File: config.mk
export PLATFORM = sky130hd
export DESIGN_NAME = time_of_day_counter_with_alarm_unit
export DESIGN_NICKNAME = d
export VERILOG_FILES = /design/src/rtl/tod_pkg.sv /design/src/rtl/time_of_day_counter_with_alarm_unit.sv /design/src/rtl/tod_cfg.sv /design/src/rtl/tod_core.sv
export SDC_FILE = /design/constraint.sdc
export NUM_CORES = 1
export LEC_CHECK = 0
export CORE_ASPECT_RATIO = 1.4
export CORE_MARGIN = 2
export CORE_UTILIZATION = 50
export CTS_BUF_LIST = sky130_fd_sc_hd__clkbuf_2 sky130_fd_sc_hd__clkbuf_4 sky130_fd_sc_hd__clkbuf_8
export DETAILED_ROUTE_END_ITERATION = 10
export DONT_BUFFER_PORTS = 1
export GPL_ROUTABILITY_DRIVEN = 1
export PLACE_DENSITY_LB_ADDON = 0.1
export SKIP_CTS_REPAIR_TIMING = 1
export SKIP_LAST_GASP = 1
export SLEW_MARGIN = 30
export SYNTH_ARGS = -nofsm -noshare
export SYNTH_HDL_FRONTEND = slang
export SYNTH_SLANG_ARGS = --single-unit
File: constraint.sdc
create_clock -name aclk -period 4.4 [get_ports aclk]
set_clock_uncertainty 0.1 [all_clocks]
set_input_delay 0.44 -clock aclk [delete_from_list [all_inputs] [get_ports aclk]]
set_output_delay 0.44 -clock aclk [all_outputs]
set_load 0.005 [all_outputs]
File: src/rtl/tod_pkg.sv
// Shared types and constants for the time-of-day counter with alarm.
`default_nettype none

package tod_pkg;

    localparam int CFG_IDX_W  = 2;
    localparam int CFG_DATA_W = 6;

    localparam logic [CFG_IDX_W-1:0] CFG_ALARM_HOUR    = 2'd0;
    localparam logic [CFG_IDX_W-1:0] CFG_ALARM_MINUTE  = 2'd1;
    localparam logic [CFG_IDX_W-1:0] CFG_ALARM_MORNING = 2'd2;
    localparam logic [CFG_IDX_W-1:0] CFG_ALARM_ENABLE  = 2'd3;

    localparam logic [1:0] MODE_TICK   = 2'd0;
    localparam logic [1:0] MODE_LOAD   = 2'd1;
    localparam logic [1:0] MODE_FORMAT = 2'd2;
    localparam logic [1:0] MODE_ACK    = 2'd3;

    localparam logic [4:0] HOUR_NOON      = 5'd12;
    localparam logic [4:0] HOUR_ONE       = 5'd1;
    localparam logic [4:0] HOUR_MIDNIGHT  = 5'd0;
    localparam logic [5:0] HOUR_WRAP_12   = 6'd13;
    localparam logic [5:0] HOUR_WRAP_24   = 6'd24;
    localparam logic [6:0] ENTRY_HOUR_12  = 7'd12;
    localparam logic [6:0] ENTRY_HOUR_24  = 7'd23;
    localparam logic [6:0] ENTRY_MS_MAX   = 7'd59;
    localparam logic [6:0] COUNT_LIMIT    = 7'd60;

    localparam logic [4:0] RST_HOUR          = 5'd12;
    localparam logic [4:0] RST_ALARM_HOUR    = 5'd12;
    localparam logic [5:0] RST_ALARM_MINUTE  = 6'd0;
    localparam logic       RST_ALARM_MORNING = 1'b1;
    localparam logic       RST_ALARM_ENABLE  = 1'b0;

    typedef struct packed {
        logic [1:0] mode;
        logic [6:0] hour_value;
        logic [6:0] minute_value;
        logic [6:0] second_value;
        logic       format_select;
        logic       morning_select;
    } tod_in_t;

    typedef struct packed {
        logic [4:0] hours;
        logic [5:0] minutes;
        logic [5:0] seconds;
        logic       morning;
        logic       twelve_hour;
        logic       alarm_ringing;
    } tod_out_t;

    typedef struct packed {
        logic [4:0] alarm_hour;
        logic [5:0] alarm_minute;
        logic       alarm_morning;
        logic       alarm_enable;
    } tod_cfg_t;

endpackage

`default_nettype wire

File: src/rtl/time_of_day_counter_with_alarm_unit.sv
// Top level of the time-of-day counter with alarm: input stage and result handshake.
//
// Usage:
//   s_valid/s_ready/s_data carry one command per transaction: a one-second tick,
//   a time load, a 12/24-hour format change or an alarm acknowledge.
//   m_valid/m_ready/m_data return exactly one snapshot per command: hours,
//   minutes, seconds, AM flag, format and alarm latch after the update.
//   cfg_wr_en/cfg_index/cfg_wdata write the alarm hour, minute, AM flag and
//   enable; write them only while no command is in flight.
//   An accepted command is held in the input register until the result
//   channel is free, then the state register that doubles as result loads it.
//   Throughput: one command per cycle while m_ready stays high, set by the state update.
//   The state registers drive m_data directly, so they change only when a new
//   result is loaded; when m_ready is low the result holds and the input
//   register still takes one more command before s_ready drops.
//   Reset: 12:00:00 AM in twelve-hour format, latch clear, alarm 12:00 AM
//   disarmed, both channels empty.
`default_nettype none

module time_of_day_counter_with_alarm_unit (
    input  wire logic                            aclk,
    input  wire logic                            aresetn,
    input  wire logic                            s_valid,
    output logic                                 s_ready,
    input  wire tod_pkg::tod_in_t                s_data,
    output logic                                 m_valid,
    input  wire logic                            m_ready,
    output tod_pkg::tod_out_t                    m_data,
    input  wire logic                            cfg_wr_en,
    input  wire logic [tod_pkg::CFG_IDX_W-1:0]   cfg_index,
    input  wire logic [tod_pkg::CFG_DATA_W-1:0]  cfg_wdata
);
    import tod_pkg::*;

    logic     in_valid_reg, in_valid_next;
    tod_in_t  in_data_reg;
    logic     m_valid_reg, m_valid_next;
    logic     advance;
    tod_cfg_t cfg;

    assign advance = in_valid_reg && (!m_valid_reg || m_ready);
    assign s_ready = !in_valid_reg || advance;

    always_comb begin
        in_valid_next = in_valid_reg;
        if (s_valid && s_ready) begin
            in_valid_next = 1'b1;
        end else if (advance) begin
            in_valid_next = 1'b0;
        end
        m_valid_next = m_valid_reg;
        if (advance) begin
            m_valid_next = 1'b1;
        end else if (m_ready) begin
            m_valid_next = 1'b0;
        end
    end

    always_ff @(posedge aclk) begin
        if (!aresetn) begin
            in_valid_reg <= 1'b0;
            m_valid_reg  <= 1'b0;
        end else begin
            in_valid_reg <= in_valid_next;
            m_valid_reg  <= m_valid_next;
        end
    end

    always_ff @(posedge aclk) begin
        if (s_valid && s_ready) begin
            in_data_reg <= s_data;
        end
    end

    tod_cfg u_cfg (
        .aclk      (aclk),
        .aresetn   (aresetn),
        .cfg_wr_en (cfg_wr_en),
        .cfg_index (cfg_index),
        .cfg_wdata (cfg_wdata),
        .cfg       (cfg)
    );

    tod_core u_core (
        .aclk    (aclk),
        .aresetn (aresetn),
        .advance (advance),
        .item    (in_data_reg),
        .cfg     (cfg),
        .state   (m_data)
    );

    assign m_valid = m_valid_reg;

    a_stall_holds: assert property (@(posedge aclk) disable iff (!aresetn)
        (m_valid && !m_ready) |=> (m_valid && $stable(m_data)))
        else $error("result changed while stalled");

    a_no_loss: assert property (@(posedge aclk) disable iff (!aresetn)
        (in_valid_reg && m_valid && !m_ready) |=> in_valid_reg)
        else $error("pending transaction dropped");

    a_ready_when_free: assert property (@(posedge aclk) disable iff (!aresetn)
        !in_valid_reg |-> s_ready)
        else $error("input stage empty but not ready");

endmodule

`default_nettype wire

File: src/rtl/tod_cfg.sv
// Alarm configuration registers written through the plain write port.
`default_nettype none

module tod_cfg (
    input  wire logic                            aclk,
    input  wire logic                            aresetn,
    input  wire logic                            cfg_wr_en,
    input  wire logic [tod_pkg::CFG_IDX_W-1:0]   cfg_index,
    input  wire logic [tod_pkg::CFG_DATA_W-1:0]  cfg_wdata,
    output tod_pkg::tod_cfg_t                    cfg
);
    import tod_pkg::*;

    tod_cfg_t cfg_reg;
    tod_cfg_t cfg_next;

    always_comb begin
        cfg_next = cfg_reg;
        if (cfg_wr_en) begin
            case (cfg_index)
                CFG_ALARM_HOUR:    cfg_next.alarm_hour    = cfg_wdata[4:0];
                CFG_ALARM_MINUTE:  cfg_next.alarm_minute  = cfg_wdata[5:0];
                CFG_ALARM_MORNING: cfg_next.alarm_morning = cfg_wdata[0];
                CFG_ALARM_ENABLE:  cfg_next.alarm_enable  = cfg_wdata[0];
                default:           cfg_next = cfg_reg;
            endcase
        end
    end

    always_ff @(posedge aclk) begin
        if (!aresetn) begin
            cfg_reg.alarm_hour    <= RST_ALARM_HOUR;
            cfg_reg.alarm_minute  <= RST_ALARM_MINUTE;
            cfg_reg.alarm_morning <= RST_ALARM_MORNING;
            cfg_reg.alarm_enable  <= RST_ALARM_ENABLE;
        end else begin
            cfg_reg <= cfg_next;
        end
    end

    assign cfg = cfg_reg;

endmodule

`default_nettype wire

File: src/rtl/tod_core.sv
// Clock state registers and the single-pass update for one transaction.
`default_nettype none

module tod_core (
    input  wire logic               aclk,
    input  wire logic               aresetn,
    input  wire logic               advance,
    input  wire tod_pkg::tod_in_t   item,
    input  wire tod_pkg::tod_cfg_t  cfg,
    output tod_pkg::tod_out_t       state
);
    import tod_pkg::*;

    logic [4:0] hour_count_reg,   hour_count_next;
    logic [5:0] minute_count_reg, minute_count_next;
    logic [5:0] second_count_reg, second_count_next;
    logic       morning_flag_reg, morning_flag_next;
    logic       format_twelve_reg, format_twelve_next;
    logic       ringing_latch_reg, ringing_latch_next;

    logic [6:0] sec_inc;
    logic       sec_wrap;
    logic [5:0] sec_tick;
    logic [6:0] min_inc;
    logic       min_wrap;
    logic [5:0] min_tick;
    logic [5:0] hour_inc;
    logic [4:0] hour_tick;
    logic       zero_mark;
    logic       morning_tick;
    logic       ring_tick;

    logic [4:0] hour_load;
    logic [5:0] min_load;
    logic [5:0] sec_load;
    logic       morning_load;

    assign sec_inc  = {1'b0, second_count_reg} + 7'd1;
    assign sec_wrap = sec_inc >= COUNT_LIMIT;
    assign sec_tick = sec_wrap ? 6'd0 : sec_inc[5:0];
    assign min_inc  = {1'b0, minute_count_reg} + {6'd0, sec_wrap};
    assign min_wrap = min_inc >= COUNT_LIMIT;
    assign min_tick = min_wrap ? 6'd0 : min_inc[5:0];
    assign hour_inc = {1'b0, hour_count_reg} + {5'd0, min_wrap};
    assign zero_mark = (min_tick == 6'd0) && (sec_tick == 6'd0);

    always_comb begin
        if (format_twelve_reg) begin
            hour_tick    = (hour_inc >= HOUR_WRAP_12) ? HOUR_ONE : hour_inc[4:0];
            morning_tick = morning_flag_reg ^ ((hour_tick == HOUR_NOON) && zero_mark);
        end else begin
            hour_tick = (hour_inc >= HOUR_WRAP_24) ? HOUR_MIDNIGHT : hour_inc[4:0];
            if (hour_tick < HOUR_NOON) begin
                morning_tick = 1'b1;
            end else if (hour_tick > HOUR_NOON) begin
                morning_tick = 1'b0;
            end else if (zero_mark) begin
                morning_tick = 1'b0;
            end else begin
                morning_tick = morning_flag_reg;
            end
        end
    end

    assign ring_tick = ringing_latch_reg
                     | (cfg.alarm_enable
                        && (hour_tick == cfg.alarm_hour)
                        && (min_tick == cfg.alarm_minute)
                        && (sec_tick == 6'd0)
                        && (morning_tick == cfg.alarm_morning));

    always_comb begin
        if (item.format_select) begin
            if ((item.hour_value > ENTRY_HOUR_12) || (item.hour_value == 7'd0)) begin
                hour_load = HOUR_NOON;
            end else begin
                hour_load = item.hour_value[4:0];
            end
            morning_load = item.morning_select;
        end else begin
            if (item.hour_value > ENTRY_HOUR_24) begin
                hour_load = HOUR_MIDNIGHT;
            end else begin
                hour_load = item.hour_value[4:0];
            end
            morning_load = (hour_load == HOUR_NOON) ? 1'b0 : morning_flag_reg;
        end
    end

    assign min_load = (item.minute_value > ENTRY_MS_MAX) ? 6'd0 : item.minute_value[5:0];
    assign sec_load = (item.second_value > ENTRY_MS_MAX) ? 6'd0 : item.second_value[5:0];

    always_comb begin
        hour_count_next    = hour_count_reg;
        minute_count_next  = minute_count_reg;
        second_count_next  = second_count_reg;
        morning_flag_next  = morning_flag_reg;
        format_twelve_next = format_twelve_reg;
        ringing_latch_next = ringing_latch_reg;
        if (advance) begin
            case (item.mode)
                MODE_TICK: begin
                    hour_count_next    = hour_tick;
                    minute_count_next  = min_tick;
                    second_count_next  = sec_tick;
                    morning_flag_next  = morning_tick;
                    ringing_latch_next = ring_tick;
                end
                MODE_LOAD: begin
                    format_twelve_next = item.format_select;
                    hour_count_next    = hour_load;
                    minute_count_next  = min_load;
                    second_count_next  = sec_load;
                    morning_flag_next  = morning_load;
                end
                MODE_FORMAT: begin
                    if (item.format_select && !format_twelve_reg) begin
                        if (hour_count_reg > HOUR_NOON) begin
                            hour_count_next = hour_count_reg - HOUR_NOON;
                        end else if (hour_count_reg == HOUR_MIDNIGHT) begin
                            hour_count_next = HOUR_NOON;
                        end
                        format_twelve_next = 1'b1;
                    end else if (!item.format_select && format_twelve_reg) begin
                        if (hour_count_reg == HOUR_NOON) begin
                            if (morning_flag_reg) begin
                                hour_count_next = HOUR_MIDNIGHT;
                            end
                        end else if (!morning_flag_reg) begin
                            hour_count_next = hour_count_reg + HOUR_NOON;
                        end
                        format_twelve_next = 1'b0;
                    end
                end
                MODE_ACK: begin
                    ringing_latch_next = 1'b0;
                end
                default: begin
                    ringing_latch_next = ringing_latch_reg;
                end
            endcase
        end
    end

    always_ff @(posedge aclk) begin
        if (!aresetn) begin
            hour_count_reg    <= RST_HOUR;
            minute_count_reg  <= 6'd0;
            second_count_reg  <= 6'd0;
            morning_flag_reg  <= 1'b1;
            format_twelve_reg <= 1'b1;
            ringing_latch_reg <= 1'b0;
        end else begin
            hour_count_reg    <= hour_count_next;
            minute_count_reg  <= minute_count_next;
            second_count_reg  <= second_count_next;
            morning_flag_reg  <= morning_flag_next;
            format_twelve_reg <= format_twelve_next;
            ringing_latch_reg <= ringing_latch_next;
        end
    end

    assign state.hours         = hour_count_reg;
    assign state.minutes       = minute_count_reg;
    assign state.seconds       = second_count_reg;
    assign state.morning       = morning_flag_reg;
    assign state.twelve_hour   = format_twelve_reg;
    assign state.alarm_ringing = ringing_latch_reg;

    a_ms_range: assert property (@(posedge aclk) disable iff (!aresetn)
        (minute_count_reg <= 6'd59) && (second_count_reg <= 6'd59))
        else $error("minute or second count out of range");

    a_hour_range: assert property (@(posedge aclk) disable iff (!aresetn)
        format_twelve_reg ? ((hour_count_reg >= HOUR_ONE) && (hour_count_reg <= HOUR_NOON))
                          : (hour_count_reg <= 5'd23))
        else $error("hour count out of range for current format");

    a_ack_clears: assert property (@(posedge aclk) disable iff (!aresetn)
        (advance && (item.mode == MODE_ACK)) |=> !ringing_latch_reg)
        else $error("alarm acknowledge did not clear the latch");

    a_hold_idle: assert property (@(posedge aclk) disable iff (!aresetn)
        !advance |=> $stable({hour_count_reg, minute_count_reg, second_count_reg,
                              morning_flag_reg, format_twelve_reg, ringing_latch_reg}))
        else $error("clock state changed without a transaction");

endmodule

`default_nettype wire
==> impl_metrics.yaml, run 1 <==
sta:
  period_needed_ps: 4390
  setup_viol: 0
  fin_crit_sh_pct: 99.7
  max_slew_margin_pct: 37.3
  worst_pin_slew_ps: 938
  fin_ws_ps: 14.2
  slew_violations: 0
  finalHoldViolations: 0
  rsz0062_at_grt: "yes"
  fmax_mhz: 228
global_route:
  grt_overflow_total: 0
  first_global_vias: 3256
  grt_pass1_wl_um: 16000
  antenna_found_initial: 0
  grt_max_degree: 36
  grt_util_all_layers_pct: 24.2
setup_path:
  critPathCaptureType: "register"
  critPathKind: "reg -> reg"
  path_max_fanout: 9
  critical_path_arrival_ps: 4580
  cp_data_required_time_ps: 4590
  start_kind: "register"
synth:
  yosysSeqAreaShare_pct: 36.3
  yosys.area.top_type: "edfxtp_1"
  synth_top_flop_cell: "dfxtp_1"
  yosys_warnings: 0
  synth_nets: 499
  synth_cell_types: 75
  synth_top_area_share_pct: 18.8
  async_flop_share_pct: 0
  synth_seq_cells: 60
  avgSynthCellArea_um2: 8.93
  syn_area_mm2: 0.00400
  ys_top_cells_by_area: "edfxtp_1 (19%), dfxtp_1 (18%), ha_1 (4.1%)"
  synthCells: 448
  synth_edf_count: 25
cts:
  htreeDepth: 3
  cts_buffers: 9
  clockRootBuffer: "clkbuf_8"
  clk_latency_ps: 350
  cts_sinks: 60
  cts.clk_slew.worst_paths_ps: 70
  cts_tree: "yes"
  cts.path.max_buffers: 2
floorplan:
  core_area_mm2: 0.00775
  dieHeight_um: 110
  io_pins: 60
  start_util_pct: 51.6
  die_width_um: 79.6
  rows: 38
  dieArea_mm2: 0.00874
flow_run:
  maxCapViolCount: 0
placed_design:
  place_inst: 530
  io_buffers: 0
  hpwl_um: 7530
  place_congestion: 0.917
  pre_cts_ws_ps: 69.9
run_status:
  status: "finished clean"
routing:
  wl_met3_um: 524
  wl_met2_um: 5390
  drtIter0Drc: 183
  drc: 0
  firstDrtPassIters: 4
  drt-total-wl_um: 10200
  num_vias: 3427
  routedWlPerCell_um: 18.5
  top_layer: "met4"
  wl_met1_um: 4010
  final_antenna_net_count: 0
  vias_per_cell: 6.23
power_and_ir_drop:
  vdd_ir_drop_max_uv: 256
  p_per_area_mw_per_mm2: 296
  leakage_nw: 1.65
cells_and_area:
  fin_nets: 496
  fillCellCount: 705
  syn_to_final_growth_pct: 10.3
  mostFrequentLayoutCells: "nand2_1 (33), dfxtp_1 (33), nor2_1 (32), o21ai_0 (30)"
  fin_cells: 550
  largest_register_ffs: 25
  n_antenna_cell: 0
  drive_above_1_share_pct: 14.4
hold_path:
  min_path_type: "in -> reg"
[layout make-up]
type                    instances  area, um^2  share of cell area (%)
inverters                      13        48.8                    1.11
well taps                     100         125                    2.84
multi-input cells             343        2440                    55.4
repair buffers                 18         139                    3.15
clock inverters                 5        51.3                    1.16
clock buffers                  11         145                    3.29
flip-flops and latches         60        1460                    33.1
[power breakdown]
group / total (W) / internal, W / leakage (nW) / switching (W)
registers: 0.000644 / 0.000607 / 0.531 / 0.0000371
clock network: 0.000497 / 0.000279 / 0.100 / 0.000218
logic: 0.000164 / 0.0000741 / 1.02 / 0.0000897
[through the flow]
| step | power (W) | utilization [%] | TNS [ps] | hold WS, ps | area, um^2 |
|---|---|---|---|---|---|
| final | 0.00131 | 56.9 | 0 | 47.6 | 4410 |
| after global routing | 0.00136 | 56.9 | -264 | 31.5 | 4410 |
| after CTS | 0.00131 | 55.9 | 0 | 37.2 | 4340 |
| after detailed placement | 0.000815 | 53.4 | 0 | 391 | 4140 |
| after global placement | 0.000812 | 53.4 | 0 | 395 | 4140 |
| after floorplan | 0.000778 | - | 0 | 327 | 4090 |
[logic make-up (layout without fill, tap and decap cells)]
family / count (synthesis) / count (layout) / synth area share, %
simple gates: 180 / 180 / 26.0
fa+ha+maj: 13 / 13 / 4.07
flops: 60 / 60 / 36.3
compound gates: 121 / 121 / 20.9
mux: 19 / 19 / 5.13
xor+xnor: 10 / 10 / 2.19
buf+inv: 45 / 47 / 5.38
[critical path, stage by stage, from the launching register on]
cell,delay [ps]
dfxtp_4,390
ha_4,170
or4b_4,490
a31oi_4,210
ha_4,210
ha_4,160
nor4bb_4,50
a221oi_2,360
nor2_2,100
ha_4,190
ha_4,160
buf_6,140
and2_4,160
and3_4,170
or3_4,370
a211oi_2,220
o32ai_2,120
nor4_2,320
o2111ai_1,160
nand3_1,90
[Yosys cell counts (5+ instances only)]
library cell	instances
buf_2	10
xnor2_1	6
inv_1	12
nor3b_1	10
nor2b_1	22
o211ai_1	8
and2_1	12
nand2_1	33
o21ai_0	30
nand4_1	6
ha_1	13
nand3_1	12
nand2b_1	6
a221oi_1	7
and3b_1	5
dfxtp_1	35
nor4_1	7
clkbuf_1	14
mux2i_1	16
a31oi_1	6
edfxtp_1	25
nor3_1	6
nor2_1	34
a211oi_1	6
a21oi_1	26
[worst paths after layout]
kind	slack [ps]	to	from	cells past startpoint
setup / recovery	10	u_core.ringing_latch_reg	u_core.second_count_reg[1]	19
hold / removal	50	u_cfg.cfg[11]	aresetn	1
setup reg to reg	10	u_core.ringing_latch_reg	u_core.second_count_reg[1]	19
hold reg to reg	420	u_core.ringing_latch_reg	u_core.ringing_latch_reg	2
[layer usage]
layer	up-vias	GRT usage (%)
met5	-	0
met4	0	12.6
met3	19	5.09
met2	107	43.3
li1	1661	-
met1	1640	26.8
Note: power is estimated with default switching activity, not from simulation.
==> run 2: changes to the inputs <==
==> constraint.sdc (replaced) <==
create_clock -name aclk -period 4 [get_ports aclk]
set_clock_uncertainty 0.1 [all_clocks]
set_input_delay 0.4 -clock aclk [delete_from_list [all_inputs] [get_ports aclk]]
set_output_delay 0.4 -clock aclk [all_outputs]
set_load 0.005 [all_outputs]
==> impl_metrics.yaml, run 2 (synthesis results as in run 1) <==
cts:
  cts.path.max_buffers: 2
  cts_sinks: 60
  cts_buffers: 9
  cts.clk_slew.worst_paths_ps: 70
  htreeDepth: 3
  clockRootBuffer: "clkbuf_8"
  clk_latency_ps: 350
  cts_tree: "yes"
placed_design:
  place_inst: 554
  place_congestion: 0.944
  place_area_mm2: 0.00433
  hpwl_um: 7740
  io_buffers: 0
global_route:
  antenna_found_initial: 0
  first_global_vias: 3316
  grt_max_degree: 36
  grt_pass1_wl_um: 16500
  grt_util_all_layers_pct: 24.6
  grt_overflow_total: 0
cells_and_area:
  fillCellCount: 672
  n_antenna_cell: 0
  multi_input_area_mm2: 0.00249
  drive_above_1_share_pct: 20.0
  final_util_pct: 60.1
  ff_latch_area_mm2: 0.00146
  fin_nets: 516
  syn_to_final_growth_pct: 16.4
  fin_cells: 570
  final_common_cell: "buf_4"
  largest_register_ffs: 25
  mostFrequentLayoutCells: "buf_4 (38), nand2_1 (33), dfxtp_1 (33), nor2_1 (32), o21ai_0 (27)"
  fin_area_mm2: 0.00465
routing:
  firstDrtPassIters: 4
  num_vias: 3508
  drc: 0
  routedWlPerCell_um: 18.2
  drt-total-wl_um: 10400
  vias_per_cell: 6.15
  drtIter0Drc: 181
  final_antenna_net_count: 0
sta:
  period_needed_ps: 4070
  rsz0062_at_grt: "yes"
  fmax_mhz: 246
  worst_pin_slew_ps: 687
  setup_viol: 2
  fin_crit_sh_pct: 102
  finalHoldViolations: 0
  max_slew_margin_pct: 54.2
  slew_violations: 0
  fin_ws_ps: -71.4
floorplan:
  core_area_mm2: 0.00775
  dieHeight_um: 110
  dieArea_mm2: 0.00874
  start_util_pct: 51.6
  die_width_um: 79.6
  rows: 38
  io_pins: 60
power_and_ir_drop:
  p_per_area_mw_per_mm2: 340
  finalPower_w: 0.00158
  leakage_nw: 1.77
  vdd_ir_drop_max_uv: 278
run_status:
  violations: "negative setup slack"
  status: "finished with violations"
setup_path:
  crit_slowest_cell: "or4b_4"
  cp_num_buf_inv: 0
  critical_path_arrival_ps: 4260
  start_kind: "register"
  critPathKind: "reg -> reg"
  path_max_fanout: 7
  cpMostUsedCell: "ha_4"
  critPathCaptureType: "register"
  cpPeakStageDelay_ps: 490
  cp_top_family: "simple AND/OR/NAND/NOR gates"
  cp_data_required_time_ps: 4190
  worstPathCellList: "ha_4 -> or4b_4 -> a31oi_4 -> ha_4 -> ha_4 -> nor4bb_4 -> a221oi_2 -> nor2_2 -> ha_4 -> ha_4 -> and2_4 -> and3_4 -> or3_4 -> a211oi_2 -> o32ai_1 -> nor4_2 -> o2111ai_1 -> nand3_1"
hold_path:
  min_path_type: "in -> reg"
flow_run:
  maxCapViolCount: 0
==> run 2: cell types whose count changed in the layout (fill, tap and decap cells not counted), sizes merged <==
cell / before / now
buf: 18 / 38
bufinv: 1 / 3
clkinv: 3 / 2
clkinvlp: 1 / 0
==> run 2: layout make-up <==
class                           count  share of cell area [%]
Clock buffer                       11                    3.12
Sequential cell                    60                    31.3
Multi-Input combinational cell    343                    53.5
Clock inverter                      5                    2.12
Inverter                           13                    1.05
Timing Repair Buffer               38                    6.13
Tap cell                          100                    2.69
==> run 2: final timing paths <==
kind | end | slack (ps) | from | depth (start not counted)
hold / removal | u_cfg.cfg[11] | 20 | aresetn | 1
hold reg to reg | u_core.ringing_latch_reg | 420 | u_core.ringing_latch_reg | 2
setup reg to reg | u_core.ringing_latch_reg | -70 | u_core.second_count_reg[1] | 18
setup / recovery | u_core.ringing_latch_reg | -70 | u_core.second_count_reg[1] | 18
==> run 2: layer usage <==
metal | share of wire, % | track usage, % | vias to the layer above
met3 | 5.1 | 6.73 | 29
met1 | 40 | 27.5 | 1665
li1 | - | - | 1702
met2 | 51 | 42.9 | 112
met4 | 3.6 | 11.7 | 0
met5 | 0 | 0 | -
==> run 2: through the flow <==
| step | worst slack (ps) | TNS (ps) | hold slack [ps] |
|---|---|---|---|
| final | -71.4 | -82.1 | 17.5 |
| after global routing | -281 | -589 | 4.03 |
| after CTS | -185 | -299 | 3.15 |
| after detailed placement | -145 | -218 | 370 |
| after global placement | -98.7 | -156 | 367 |
| after floorplan | -318 | -507 | 327 |
==> run 2: power breakdown <==
group | leakage [nW] | internal [W] | switching (W)
Combinational | 1.11 | 0.0000977 | 0.000109
Sequential | 0.531 | 0.000668 | 0.0000377
Clock | 0.124 | 0.000435 | 0.000235
==> run 3: changes to the inputs <==
--- a/config.mk
+++ b/config.mk
@@ -15,7 +15,6 @@
 export PLACE_DENSITY_LB_ADDON = 0.1
 export SKIP_CTS_REPAIR_TIMING = 1
 export SKIP_LAST_GASP = 1
-export SLEW_MARGIN = 30
 export SYNTH_ARGS = -nofsm -noshare
 export SYNTH_HDL_FRONTEND = slang
 export SYNTH_SLANG_ARGS = --single-unit
==> constraint.sdc (replaced) <==
create_clock -name aclk -period 4 [get_ports aclk]
set_clock_uncertainty 0.1 [all_clocks]
set_input_delay 0.8 -clock aclk [delete_from_list [all_inputs] [get_ports aclk]]
set_output_delay 0.8 -clock aclk [all_outputs]
set_load 0.005 [all_outputs]
==> impl_metrics.yaml, run 3 (synthesis results as in run 1) <==
run_status:
  status: "finished with violations"
  violations: "negative setup slack"
sta:
  fmax_mhz: 245
  period_needed_ps: 4080
  worst_pin_slew_ps: 1090
  fin_ws_ps: -76.9
  finalHoldViolations: 0
  slew_violations: 0
  rsz0062_at_grt: "yes"
  fin_crit_sh_pct: 102
  max_slew_margin_pct: 27.5
  setup_viol: 2
  fin_tns_setup_ps: -85.0
cells_and_area:
  fin_nets: 516
  final_common_cell: "buf_4"
  n_antenna_cell: 0
  largest_register_ffs: 25
  fin_cells: 570
  syn_to_final_growth_pct: 16.2
  drive_above_1_share_pct: 19.6
  mostFrequentLayoutCells: "buf_4 (38), nand2_1 (33), dfxtp_1 (33), nor2_1 (32), o21ai_0 (27)"
global_route:
  grt_util_all_layers_pct: 24.6
  antenna_found_initial: 0
  grt_overflow_total: 0
  first_global_vias: 3316
  grt_pass1_wl_um: 16500
  grt_max_degree: 36
power_and_ir_drop:
  leakage_nw: 1.77
  p_per_area_mw_per_mm2: 340
  vdd_ir_drop_max_uv: 278
floorplan:
  rows: 38
  core_area_mm2: 0.00775
  dieArea_mm2: 0.00874
  die_width_um: 79.6
  start_util_pct: 51.6
  io_pins: 60
  dieHeight_um: 110
cts:
  clockRootBuffer: "clkbuf_8"
  cts_sinks: 60
  htreeDepth: 3
  cts.clk_slew.worst_paths_ps: 70
  cts.path.max_buffers: 2
  clk_latency_ps: 340
  cts_buffers: 9
  cts_tree: "yes"
placed_design:
  io_buffers: 0
  place_inst: 554
  place_congestion: 0.944
  hpwl_um: 7740
setup_path:
  critPathKind: "reg -> reg"
  cp_top_family: "simple AND/OR/NAND/NOR gates"
  crit_slowest_cell: "or4b_4"
  start_kind: "register"
  critPathCaptureType: "register"
  cp_data_required_time_ps: 4190
  critical_path_arrival_ps: 4260
  cp_num_buf_inv: 0
  cpPeakStageDelay_ps: 490
  worstPathCellList: "ha_4 -> or4b_4 -> a31oi_4 -> ha_4 -> ha_4 -> nor4bb_4 -> a221oi_2 -> nor2_2 -> ha_4 -> ha_4 -> and2_4 -> and3_4 -> or3_4 -> a211oi_2 -> o32ai_1 -> nor4_2 -> o2111ai_1 -> nand3_1"
  cpMostUsedCell: "ha_4"
  path_max_fanout: 7
hold_path:
  min_path_type: "reg -> reg"
routing:
  num_vias: 3500
  drc: 0
  final_antenna_net_count: 0
  drt-total-wl_um: 10400
  firstDrtPassIters: 5
  drtIter0Drc: 173
  vias_per_cell: 6.14
  routedWlPerCell_um: 18.3
flow_run:
  maxCapViolCount: 0
## run 3: cell counts in the layout (fill, tap and decap cells not counted)
Identical to the previous run, type by type.
## run 3: layer usage
layer  share of wire (%)  track usage (%)
met1                  40             27.5
met2                  51             42.9
met3                 5.6             6.73
met4                 3.8             11.7
met5                   0                0
## run 3: layout make-up
class | instances | area (um^2)
Clock buffer | 11 | 145
Clock inverter | 5 | 98.8
Fill cell | 672 | 3100
Inverter | 13 | 48.8
Multi-Input combinational cell | 343 | 2490
Sequential cell | 60 | 1460
Tap cell | 100 | 125
Timing Repair Buffer | 38 | 285
## run 3: path summary, 6_finish.rpt
check                           slack (ps)                  endpoint  cells after the start                  startpoint
worst max-delay path                   -80  u_core.ringing_latch_reg                     18  u_core.second_count_reg[1]
worst max register to register         -80  u_core.ringing_latch_reg                     18  u_core.second_count_reg[1]
worst min register to register         420  u_core.ringing_latch_reg                      2    u_core.ringing_latch_reg
worst min-delay path                   420  u_core.ringing_latch_reg                      2    u_core.ringing_latch_reg
## run 3: worst min-delay path, stage by stage (launching register included)
cell	delay, ps
dfxtp_1	340
nand2_1	70
nand3_1	60
## run 3: power by group
group	leakage (nW)	internal (W)	switching, W	total [W]
sequential	0.531	0.000668	0.0000378	0.000706
clock	0.124	0.000435	0.000235	0.000669
combinational	1.11	0.0000974	0.000109	0.000207
## run 3: through the flow
stage               util, %  power (W)  instance area, um^2  hold slack, ps  setup WS [ps]
floorplan                 -   0.000857                 4120             327           -318
detailed placement     55.9   0.000912                 4330             401           -145
finish                 60.0    0.00158                 4650             420          -76.9
global route           60.0    0.00165                 4650             404           -281
global placement       55.9   0.000909                 4330             404          -98.7
CTS                    59.0    0.00159                 4570             403           -185
